### src/sv/nntt_pkg.sv
// Shared types and constants for the nearest-neighbor track table.
// Used by the entry RAM, the match unit and the top level.
package nntt_pkg;

  localparam int ID_W       = 16;
  localparam int POS_W      = 16;
  localparam int AREA_W     = 20;
  localparam int MISS_W     = 3;
  localparam int RATIO_W    = 9;
  localparam int RATIO_FRAC = 8;
  localparam int CFG_IDX_W  = 2;
  localparam int CFG_DATA_W = 16;
  localparam int D2_W       = 2 * POS_W + 1;

  localparam logic [MISS_W-1:0]  MISS_SAT = 3'd7;
  localparam logic [ID_W-1:0]    ID_FIRST = 16'd1;
  localparam logic [ID_W-1:0]    ID_LAST  = 16'hFFFF;

  localparam logic [POS_W-1:0]   GATE_RST      = 16'd800;
  localparam logic [RATIO_W-1:0] RATIO_RST     = 9'd179;
  localparam logic [MISS_W-1:0]  MAX_MISS_RST  = 3'd3;

  localparam logic [CFG_IDX_W-1:0] CFG_GATE_DISTANCE  = 2'd0;
  localparam logic [CFG_IDX_W-1:0] CFG_MIN_SIZE_RATIO = 2'd1;
  localparam logic [CFG_IDX_W-1:0] CFG_MAX_MISSES     = 2'd2;

  localparam logic OP_FRAME_START = 1'b0;
  localparam logic OP_DETECTION   = 1'b1;

  typedef struct packed {
    logic [ID_W-1:0]   id;
    logic [POS_W-1:0]  x;
    logic [POS_W-1:0]  y;
    logic [AREA_W-1:0] area;
  } entry_t;

  // Sequencer to match unit, one entry issued per cycle.
  typedef struct packed {
    logic clear;
    logic live;
    logic last;
    logic entry_valid;
  } match_ctl_t;

  typedef struct packed {
    logic done;
    logic best_found;
    logic free_found;
  } match_stat_t;

endpackage

### src/sv/nntt_entry_ram.sv
// Track entry storage: id, position and area of each table slot.
// One write port, one read port with registered read data; uses nntt_pkg.
module nntt_entry_ram import nntt_pkg::*; #(
  parameter int DEPTH = 16,
  parameter int AW    = 4
) (
  input  logic          clk,
  input  logic          we,
  input  logic [AW-1:0] waddr,
  input  entry_t        wdata,
  input  logic [AW-1:0] raddr,
  output entry_t        rdata
);

  entry_t mem [DEPTH];

  always_ff @(posedge clk) begin
    if (we) begin
      mem[waddr] <= wdata;
    end
  end

  always_ff @(posedge clk) begin
    rdata <= mem[raddr];
  end

endmodule

### src/sv/nntt_match_unit.sv
// Pipelined gate, size and distance evaluation, one table entry per cycle.
// Tracks the nearest passing entry and the lowest free slot; uses nntt_pkg.
module nntt_match_unit import nntt_pkg::*; #(
  parameter int IDX_W = 4
) (
  input  logic               clk,
  input  logic               rst_n,
  input  match_ctl_t         ctl_i,
  input  logic [IDX_W-1:0]   issue_idx_i,
  input  entry_t             rd_entry_i,
  input  logic [POS_W-1:0]   det_x_i,
  input  logic [POS_W-1:0]   det_y_i,
  input  logic [AREA_W-1:0]  det_area_i,
  input  logic [POS_W-1:0]   gate_distance_i,
  input  logic [RATIO_W-1:0] min_size_ratio_i,
  output match_stat_t        stat_o,
  output logic [IDX_W-1:0]   best_idx_o,
  output logic [ID_W-1:0]    best_id_o,
  output logic [IDX_W-1:0]   free_idx_o
);

  localparam int PROD_W = RATIO_W + AREA_W;

  logic [2*POS_W-1:0] gate2_r;

  // tag stage, aligned with the RAM read data
  logic t0_live_r, t0_last_r, t0_v_r;
  logic [IDX_W-1:0] t0_idx_r;

  logic a_live_r, a_last_r, a_v_r;
  logic [IDX_W-1:0]  a_idx_r;
  logic [ID_W-1:0]   a_id_r;
  logic [POS_W-1:0]  a_dx_r, a_dy_r;
  logic [AREA_W-1:0] a_lo_r, a_hi_r;

  logic b_live_r, b_last_r, b_v_r;
  logic [IDX_W-1:0]   b_idx_r;
  logic [ID_W-1:0]    b_id_r;
  logic [2*POS_W-1:0] b_dx2_r, b_dy2_r;
  logic [PROD_W-1:0]  b_rhi_r;
  logic [AREA_W-1:0]  b_lo_r;

  logic c_live_r, c_last_r, c_v_r, c_size_ok_r;
  logic [IDX_W-1:0] c_idx_r;
  logic [ID_W-1:0]  c_id_r;
  logic [D2_W-1:0]  c_d2_r;

  logic             done_r, best_found_r, free_found_r;
  logic [IDX_W-1:0] best_idx_r, free_idx_r;
  logic [ID_W-1:0]  best_id_r;
  logic [D2_W-1:0]  best_d_r;

  logic [POS_W-1:0]  dx_a, dy_a;
  logic [AREA_W-1:0] lo_a, hi_a;
  logic              win_d, take_free_d;

  always_comb begin
    dx_a = (det_x_i > rd_entry_i.x) ? det_x_i - rd_entry_i.x : rd_entry_i.x - det_x_i;
    dy_a = (det_y_i > rd_entry_i.y) ? det_y_i - rd_entry_i.y : rd_entry_i.y - det_y_i;
    lo_a = (det_area_i < rd_entry_i.area) ? det_area_i : rd_entry_i.area;
    hi_a = (det_area_i < rd_entry_i.area) ? rd_entry_i.area : det_area_i;
  end

  // Equal distance goes to the lower id; a full tie keeps the lower index.
  always_comb begin
    win_d = c_live_r && c_v_r && c_size_ok_r && (c_d2_r <= D2_W'(gate2_r)) &&
            (!best_found_r || (c_d2_r < best_d_r) ||
             ((c_d2_r == best_d_r) && (c_id_r < best_id_r)));
    take_free_d = c_live_r && !c_v_r && !free_found_r;
  end

  always_ff @(posedge clk) begin
    if (!rst_n) begin
      t0_live_r    <= 1'b0;
      t0_last_r    <= 1'b0;
      a_live_r     <= 1'b0;
      a_last_r     <= 1'b0;
      b_live_r     <= 1'b0;
      b_last_r     <= 1'b0;
      c_live_r     <= 1'b0;
      c_last_r     <= 1'b0;
      done_r       <= 1'b0;
      best_found_r <= 1'b0;
      free_found_r <= 1'b0;
    end else begin
      t0_live_r <= ctl_i.live;
      t0_last_r <= ctl_i.live && ctl_i.last;
      a_live_r  <= t0_live_r;
      a_last_r  <= t0_last_r;
      b_live_r  <= a_live_r;
      b_last_r  <= a_last_r;
      c_live_r  <= b_live_r;
      c_last_r  <= b_last_r;
      done_r    <= c_live_r && c_last_r;
      if (ctl_i.clear) begin
        best_found_r <= 1'b0;
        free_found_r <= 1'b0;
      end else begin
        if (win_d) begin
          best_found_r <= 1'b1;
        end
        if (take_free_d) begin
          free_found_r <= 1'b1;
        end
      end
    end
  end

  always_ff @(posedge clk) begin
    gate2_r  <= gate_distance_i * gate_distance_i;
    t0_v_r   <= ctl_i.entry_valid;
    t0_idx_r <= issue_idx_i;

    a_v_r   <= t0_v_r;
    a_idx_r <= t0_idx_r;
    a_id_r  <= rd_entry_i.id;
    a_dx_r  <= dx_a;
    a_dy_r  <= dy_a;
    a_lo_r  <= lo_a;
    a_hi_r  <= hi_a;

    b_v_r   <= a_v_r;
    b_idx_r <= a_idx_r;
    b_id_r  <= a_id_r;
    b_dx2_r <= a_dx_r * a_dx_r;
    b_dy2_r <= a_dy_r * a_dy_r;
    b_rhi_r <= min_size_ratio_i * a_hi_r;
    b_lo_r  <= a_lo_r;

    c_v_r       <= b_v_r;
    c_idx_r     <= b_idx_r;
    c_id_r      <= b_id_r;
    c_d2_r      <= D2_W'(b_dx2_r) + D2_W'(b_dy2_r);
    c_size_ok_r <= PROD_W'({b_lo_r, {RATIO_FRAC{1'b0}}}) >= b_rhi_r;

    if (win_d) begin
      best_idx_r <= c_idx_r;
      best_id_r  <= c_id_r;
      best_d_r   <= c_d2_r;
    end
    if (take_free_d) begin
      free_idx_r <= c_idx_r;
    end
  end

  assign stat_o.done       = done_r;
  assign stat_o.best_found = best_found_r;
  assign stat_o.free_found = free_found_r;
  assign best_idx_o        = best_idx_r;
  assign best_id_o         = best_id_r;
  assign free_idx_o        = free_idx_r;

endmodule

### src/sv/nearest_neighbor_track_table.sv
// Top level of the nearest-neighbor track table: sequencer, valid and miss
// state, configuration registers and result register. Uses nntt_pkg,
// nntt_entry_ram and nntt_match_unit.
//
// A frame-start transaction gives no result and leaves in_ready high. A
// detection holds in_ready low from its acceptance until its result is loaded,
// so the next detection waits until then. The entry RAM is read one slot per
// cycle. Each slot passes through the four-stage match unit and one more
// register flags the end of the scan. Then come the commit state and the
// done state, which loads the result register. The result register holds a
// finished result until taken, and the next transaction may be accepted
// meanwhile. The load waits while an earlier result is still untaken, which
// holds in_ready low for as long.
// Entry contents have no reset; valid bits and miss counts are cleared.
module nearest_neighbor_track_table import nntt_pkg::*; #(
  parameter int MAX_TRACKS = 16
) (
  input  logic                  clk,
  input  logic                  rst_n,
  input  logic                  in_valid,
  output logic                  in_ready,
  input  logic                  in_operation,
  input  logic [POS_W-1:0]      in_pos_x,
  input  logic [POS_W-1:0]      in_pos_y,
  input  logic [AREA_W-1:0]     in_target_size,
  output logic                  out_valid,
  input  logic                  out_ready,
  output logic [ID_W-1:0]       out_assigned_id,
  output logic                  out_is_new_track,
  output logic                  out_table_full,
  input  logic                  cfg_valid,
  output logic                  cfg_ready,
  input  logic [CFG_IDX_W-1:0]  cfg_index,
  input  logic [CFG_DATA_W-1:0] cfg_data
);

  localparam int IDX_W = (MAX_TRACKS > 1) ? $clog2(MAX_TRACKS) : 1;
  localparam logic [IDX_W-1:0] LAST_IDX = IDX_W'(MAX_TRACKS - 1);

  typedef enum logic [4:0] {
    S_IDLE   = 5'b00001,
    S_SCAN   = 5'b00010,
    S_WAIT   = 5'b00100,
    S_COMMIT = 5'b01000,
    S_DONE   = 5'b10000
  } state_t;

  state_t state_r, state_nxt;

  logic [POS_W-1:0]   gate_r;
  logic [RATIO_W-1:0] ratio_r;
  logic [MISS_W-1:0]  max_miss_r;

  logic [MAX_TRACKS-1:0] valid_r, valid_nxt;
  logic [MISS_W-1:0]     misses_r   [MAX_TRACKS];
  logic [MISS_W-1:0]     misses_nxt [MAX_TRACKS];
  logic [ID_W-1:0]       next_id_r, next_id_nxt;
  logic [IDX_W-1:0]      scan_idx_r, scan_idx_nxt;

  logic [POS_W-1:0]  det_x_r, det_y_r;
  logic [AREA_W-1:0] det_area_r;

  logic [ID_W-1:0] res_id_r, res_id_nxt;
  logic            res_new_r, res_new_nxt, res_full_r, res_full_nxt;

  logic            out_valid_r;
  logic [ID_W-1:0] out_id_r;
  logic            out_new_r, out_full_r;

  logic in_fire, cfg_fire, out_load;

  match_ctl_t       mctl;
  match_stat_t      mstat;
  logic [IDX_W-1:0] best_idx, free_idx;
  logic [ID_W-1:0]  best_id;

  logic             ram_we;
  logic [IDX_W-1:0] ram_waddr;
  entry_t           ram_wdata, ram_rdata;

  assign in_ready  = (state_r == S_IDLE);
  assign cfg_ready = 1'b1;
  assign in_fire   = in_valid && in_ready;
  assign cfg_fire  = cfg_valid && cfg_ready;
  assign out_load  = (state_r == S_DONE) && (!out_valid_r || out_ready);

  nntt_entry_ram #(
    .DEPTH (MAX_TRACKS),
    .AW    (IDX_W)
  ) u_ram (
    .clk   (clk),
    .we    (ram_we),
    .waddr (ram_waddr),
    .wdata (ram_wdata),
    .raddr (scan_idx_r),
    .rdata (ram_rdata)
  );

  nntt_match_unit #(
    .IDX_W (IDX_W)
  ) u_match (
    .clk              (clk),
    .rst_n            (rst_n),
    .ctl_i            (mctl),
    .issue_idx_i      (scan_idx_r),
    .rd_entry_i       (ram_rdata),
    .det_x_i          (det_x_r),
    .det_y_i          (det_y_r),
    .det_area_i       (det_area_r),
    .gate_distance_i  (gate_r),
    .min_size_ratio_i (ratio_r),
    .stat_o           (mstat),
    .best_idx_o       (best_idx),
    .best_id_o        (best_id),
    .free_idx_o       (free_idx)
  );

  always_comb begin
    mctl.clear       = in_fire;
    mctl.live        = (state_r == S_SCAN);
    mctl.last        = (scan_idx_r == LAST_IDX);
    mctl.entry_valid = valid_r[scan_idx_r];
  end

  always_comb begin
    state_nxt    = state_r;
    scan_idx_nxt = scan_idx_r;
    valid_nxt    = valid_r;
    misses_nxt   = misses_r;
    next_id_nxt  = next_id_r;
    res_id_nxt   = res_id_r;
    res_new_nxt  = res_new_r;
    res_full_nxt = res_full_r;
    ram_we       = 1'b0;
    ram_waddr    = best_idx;
    ram_wdata.id   = best_id;
    ram_wdata.x    = det_x_r;
    ram_wdata.y    = det_y_r;
    ram_wdata.area = det_area_r;

    case (state_r)
      S_IDLE: begin
        if (in_fire) begin
          if (in_operation == OP_FRAME_START) begin
            // age every live track, saturating
            for (int i = 0; i < MAX_TRACKS; i++) begin
              if (valid_r[i] && (misses_r[i] != MISS_SAT)) begin
                misses_nxt[i] = misses_r[i] + 1'b1;
              end
            end
          end else begin
            scan_idx_nxt = '0;
            state_nxt    = S_SCAN;
          end
        end
      end
      S_SCAN: begin
        if (scan_idx_r == LAST_IDX) begin
          state_nxt = S_WAIT;
        end else begin
          scan_idx_nxt = scan_idx_r + 1'b1;
        end
      end
      S_WAIT: begin
        if (mstat.done) begin
          state_nxt = S_COMMIT;
        end
      end
      S_COMMIT: begin
        res_new_nxt  = 1'b0;
        res_full_nxt = 1'b0;
        if (mstat.best_found) begin
          ram_we               = 1'b1;
          misses_nxt[best_idx] = '0;
          res_id_nxt           = best_id;
        end else if (mstat.free_found) begin
          ram_we               = 1'b1;
          ram_waddr            = free_idx;
          ram_wdata.id         = next_id_r;
          valid_nxt[free_idx]  = 1'b1;
          misses_nxt[free_idx] = '0;
          res_id_nxt           = next_id_r;
          res_new_nxt          = 1'b1;
          next_id_nxt = (next_id_r == ID_LAST) ? ID_FIRST : next_id_r + 1'b1;
        end else begin
          res_id_nxt   = '0;
          res_full_nxt = 1'b1;
        end
        // drop tracks that missed too many frames
        for (int i = 0; i < MAX_TRACKS; i++) begin
          if (misses_nxt[i] > max_miss_r) begin
            valid_nxt[i] = 1'b0;
          end
        end
        state_nxt = S_DONE;
      end
      S_DONE: begin
        if (out_load) begin
          state_nxt = S_IDLE;
        end
      end
      default: begin
        state_nxt = S_IDLE;
      end
    endcase
  end

  always_ff @(posedge clk) begin
    if (!rst_n) begin
      state_r     <= S_IDLE;
      valid_r     <= '0;
      next_id_r   <= ID_FIRST;
      out_valid_r <= 1'b0;
      gate_r      <= GATE_RST;
      ratio_r     <= RATIO_RST;
      max_miss_r  <= MAX_MISS_RST;
    end else begin
      state_r   <= state_nxt;
      valid_r   <= valid_nxt;
      next_id_r <= next_id_nxt;
      if (out_load) begin
        out_valid_r <= 1'b1;
      end else if (out_ready) begin
        out_valid_r <= 1'b0;
      end
      if (cfg_fire) begin
        case (cfg_index)
          CFG_GATE_DISTANCE:  gate_r     <= cfg_data;
          CFG_MIN_SIZE_RATIO: ratio_r    <= cfg_data[RATIO_W-1:0];
          CFG_MAX_MISSES:     max_miss_r <= cfg_data[MISS_W-1:0];
          default: ;
        endcase
      end
    end
  end

  always_ff @(posedge clk) begin
    if (!rst_n) begin
      for (int i = 0; i < MAX_TRACKS; i++) begin
        misses_r[i] <= '0;
      end
    end else begin
      misses_r <= misses_nxt;
    end
  end

  always_ff @(posedge clk) begin
    scan_idx_r <= scan_idx_nxt;
    res_id_r   <= res_id_nxt;
    res_new_r  <= res_new_nxt;
    res_full_r <= res_full_nxt;
    if (in_fire) begin
      det_x_r    <= in_pos_x;
      det_y_r    <= in_pos_y;
      det_area_r <= in_target_size;
    end
    if (out_load) begin
      out_id_r   <= res_id_r;
      out_new_r  <= res_new_r;
      out_full_r <= res_full_r;
    end
  end

  assign out_valid        = out_valid_r;
  assign out_assigned_id  = out_id_r;
  assign out_is_new_track = out_new_r;
  assign out_table_full   = out_full_r;

  a_done_only_in_wait: assert property (@(posedge clk) disable iff (!rst_n)
    mstat.done |-> (state_r == S_WAIT))
    else $error("match unit finished outside the wait state");

  a_next_id_nonzero: assert property (@(posedge clk) disable iff (!rst_n)
    next_id_r != '0)
    else $error("next track id reached zero");

  a_free_slot_unused: assert property (@(posedge clk) disable iff (!rst_n)
    ((state_r == S_COMMIT) && !mstat.best_found && mstat.free_found) |->
      !valid_r[free_idx])
    else $error("new track placed in an occupied slot");

  a_match_survives: assert property (@(posedge clk) disable iff (!rst_n)
    ((state_r == S_COMMIT) && mstat.best_found) |=> valid_r[$past(best_idx)])
    else $error("matched track was dropped");

endmodule

### config.mk
export PLATFORM = sky130hd
export DESIGN_NAME = nearest_neighbor_track_table
export DESIGN_NICKNAME = d
export VERILOG_FILES = /design/src/sv/nntt_pkg.sv /design/src/sv/nntt_entry_ram.sv /design/src/sv/nntt_match_unit.sv /design/src/sv/nearest_neighbor_track_table.sv
export SDC_FILE = /design/constraint.sdc
export NUM_CORES = 2
export LEC_CHECK = 0
export BUFFER_PORTS_ARGS = -buffer_cell sky130_fd_sc_hd__buf_2
export CAP_MARGIN = 20
export CORE_ASPECT_RATIO = 0.9
export CORE_MARGIN = 10
export CORE_UTILIZATION = 50
export CTS_BUF_LIST = sky130_fd_sc_hd__clkbuf_4 sky130_fd_sc_hd__clkbuf_8
export CTS_CLUSTER_SIZE = 24
export DETAILED_ROUTE_END_ITERATION = 12
export GPL_TIMING_DRIVEN = 0
export PLACE_DENSITY = 0.65
export SLEW_MARGIN = 20
export SYNTH_ARGS = -nofsm -noshare
export SYNTH_HDL_FRONTEND = slang
export SYNTH_SLANG_ARGS = --single-unit
### constraint.sdc
create_clock -name clk -period 14.05 [get_ports clk]
set_clock_uncertainty 0.15 [all_clocks]
set_input_delay 1.405 -clock clk [delete_from_list [all_inputs] [get_ports clk]]
set_output_delay 1.405 -clock clk [all_outputs]
set_load 0.005 [all_outputs]
==> metrics.yaml <==
sta:
  finalHoldViolCount: 0
  drv_slew: 0
  slew_headroom_pct: 21.9
  final.min_clock_period_ns: 7.61
  tns_ns: 0
  fmax_ghz: 0.131
  rsz0062_at_grt: "false"
  setup_viol: 0
  post-route-period-util_pct: 54.2
  postLayoutSetupSlackWorst_ns: 6.44
  worstMarginPinSlew_ns: 1.17
  whs_ns: 0.122
grt:
  first_global_vias: 59800
  grt_start_max_net_pins: 42
  grt_pass1_wl_um: 349000
  antenna_found_initial: 15
  grt_overflow: 0
  grtUsageTotal_pct: 21.6
worst_setup_path:
  crit_cells: 23
  critical_path.endpoint: "u_match.b_dy2_r[31]$_DFF_P_"
  startpoint_type: "register"
  worst_ep_arrival_time_ns: 8.31
  worst-endpoint-required_ns: 14.75
  reg2regPathDepth: 23
  crit_path_max_fanout: 10
  worstReg2RegEnd: "u_match.b_dy2_r[31]$_DFF_P_"
  cp-startpoint: "u_match.a_dy_r[4]$_DFF_P_"
  critPathBufInv: 6
  reg2reg_slack_ns: 6.44
  crit_path_frequent_cell: "fa_1"
  crit_path_cell_trace: "clkbuf_1 -> clkbuf_1 -> nand2_1 -> fa_1 -> fa_1 -> inv_1 -> fa_1 -> fa_1 -> fa_1 -> inv_1 -> fa_1 -> inv_1 -> ha_1 -> clkbuf_1 -> a21o_1 -> a211oi_1 -> o211ai_1 -> nand3_1 -> a31oi_1 -> nor4_1 -> o41ai_1 -> a21oi_1 -> xnor2_1"
  r2r_start: "u_match.a_dy_r[4]$_DFF_P_"
  crit_slowest_cell: "dfxtp_1"
  path_class: "reg -> reg"
  path_delay_family: "adder cells"
  cp-end-kind: "register"
  slowest_delay_ns: 0.55
placed_design:
  hpwl_um: 165000
  gp_congestion: 0.912
  pre_cts_slack_ns: 6.50
  io_buffers: 95
worst_hold_path:
  hold_path_class: "reg -> reg"
  min_from: "u_match.a_id_r[0]$_DFF_P_"
cells_and_area:
  nNetsFinal: 8977
  area_growth_pct: 12.1
  drive_above_1_share_pct: 14.7
route:
  ant_nets: 0
  wire_per_inst_um: 21.6
  vias_per_cell: 5.49
  vias: 57000
  dr.pass1.iters: 5
  drc: 0
  routed_wl_um: 224000
  first_iter_violations: 4909
floorplanning:
  start_util_pct: 50.4
  fp.dieH_um: 434
  core-area_um2: 189000
  io_pins: 97
  std_cell_rows: 151
  dieWidth_um: 480
  die_area_um2: 208000
yosys:
  synthTopCellsByArea: "edfxtp_1, fa_1, dfxtp_1, ha_1, mux4_2"
  synth_seq_area_share_pct: 49.8
  ys.flop_type: "edfxtp_1"
  syn_nets: 8496
  yosys.area_share.adder_pct: 21.5
  synth_edf_count: 1237
  synth.distinct_cells: 89
  synth-async-reset-ratio_pct: 0
  postSynthAreaPerCell_um2: 13.3
  synth_top_family_by_area: "adder cells"
  syn_inst: 7158
  yosys-mux-area-fraction_pct: 9.06
  synthMostInstantiatedCell: "edfxtp_1"
  yosysTopAreaCell: "edfxtp_1"
  synthXorXnorAreaFrac_pct: 1.80
  synth_common_cells: "edfxtp_1, inv_1, ha_1"
  synth_area_um2: 95100
  synth_warnings: 0
  synthSimpleGateAreaFrac_pct: 6.91
  synth-seq-cells: 1746
  yosysTopAreaCellShare_pct: 39.1
  synth_compound_area_share_pct: 5.60
clock_network:
  htree_levels: 5
  cts_tree: "yes"
  postCtsHoldBufs: 0
  clk_latency_ns: 1.00
  clockBufferDepth: 4
  clk_pin_slew_worst_paths_ns: 0.06
  clockRootBuffer: "clkbuf_8"
  post_cts_buffers: 0
  cts.sinks: 1746
  ctsResizeCount: 0
  cts_buffers: 300
status:
  status: "complete, no violations"
job:
  cap_violations: 0
[through the flow]
| stage | cell area (um2) | instances | utilization (%) |
|---|---|---|---|
| 2_1_floorplan | 95100 | 7158 | - |
| 3_3_place_gp | 98700 | 9777 | 52.3 |
| 3_5_place_dp | 101000 | 9859 | 53.3 |
| 4_1_cts | 107000 | 10400 | 56.4 |
| 5_1_grt | 107000 | 10400 | 56.5 |
| 6_report | 107000 | 10400 | 56.5 |
[cell families after synthesis]
group	Yosys count
flops	1746
compound gates	824
simple gates	1353
buf+inv	1353
mux	423
xor+xnor	196
other cells	1
fa+ha+maj	1262
[sequential cells by signal, indices dropped and copies added, names as in the netlist, 20 cells and up]
name and cells:
u_ram.rdata 68, u_match.best_d_r 33, u_match.b_dx2_r 31, u_match.b_dy2_r 31, det_area_r 20, u_match.b_lo_r 20, u_match.a_lo_r 20, u_ram.mem 1088
u_match.c_d2_r 33, misses_r 48, u_match.a_hi_r 20, u_match.gate2_r 31, u_match.b_rhi_r 29
[cell type report]
type                    count  area (um2)
inverters                1112        4180
clock inverters            91         642
clock buffers             433        5340
flip-flops and latches   1746       47300
repair buffers            179        2170
well taps                2524        3160
fillers                 15200       82100
diodes                      4        10.0
plain buffers             241         968
multi-input cells        4059       42800
[layer usage]
layer / track usage (%) / up-vias / part of all wire [%]
met4: 6.15 / 4 / 2.5
met2: 35.5 / 1933 / 48
li1: - / 25800 / -
met3: 3.42 / 389 / 6.7
met5: 0 / - / 0.010
met1: 29.8 / 28900 / 43
[how the worst min path moves through the flow]
stage                            endpoint  slack, ns  cells after the start
2_1_floorplan   u_match.a_id_r[0]$_DFF_P_       0.16                      0
3_3_place_gp   u_match.c_idx_r[0]$_DFF_P_       0.16                      0
3_5_place_dp   u_match.a_idx_r[3]$_DFF_P_       0.16                      0
4_1_cts         u_match.b_id_r[0]$_DFF_P_       0.12                      0
5_1_grt         u_match.b_id_r[0]$_DFF_P_       0.11                      0
6_report        u_match.b_id_r[0]$_DFF_P_       0.12                      0
[cells in the final DEF, fill, tap and decap left out, types with 97 or more instances in the layout]
master / instances
a21oi_1: 192
clkbuf_4: 99
buf_2: 114
nor2_1: 194
fa_1: 617
edfxtp_1: 1237
inv_1: 1109
mux4_2: 345
a21o_1: 151
o21ai_0: 165
dfxtp_1: 509
nand2_1: 523
and2_1: 257
nor2b_1: 97
ha_1: 645
clkbuf_8: 334
xnor2_1: 136
clkbuf_1: 191
Power is not shown: default switching activity piles up to over one toggle a cycle in this logic, so the estimate is an artifact.
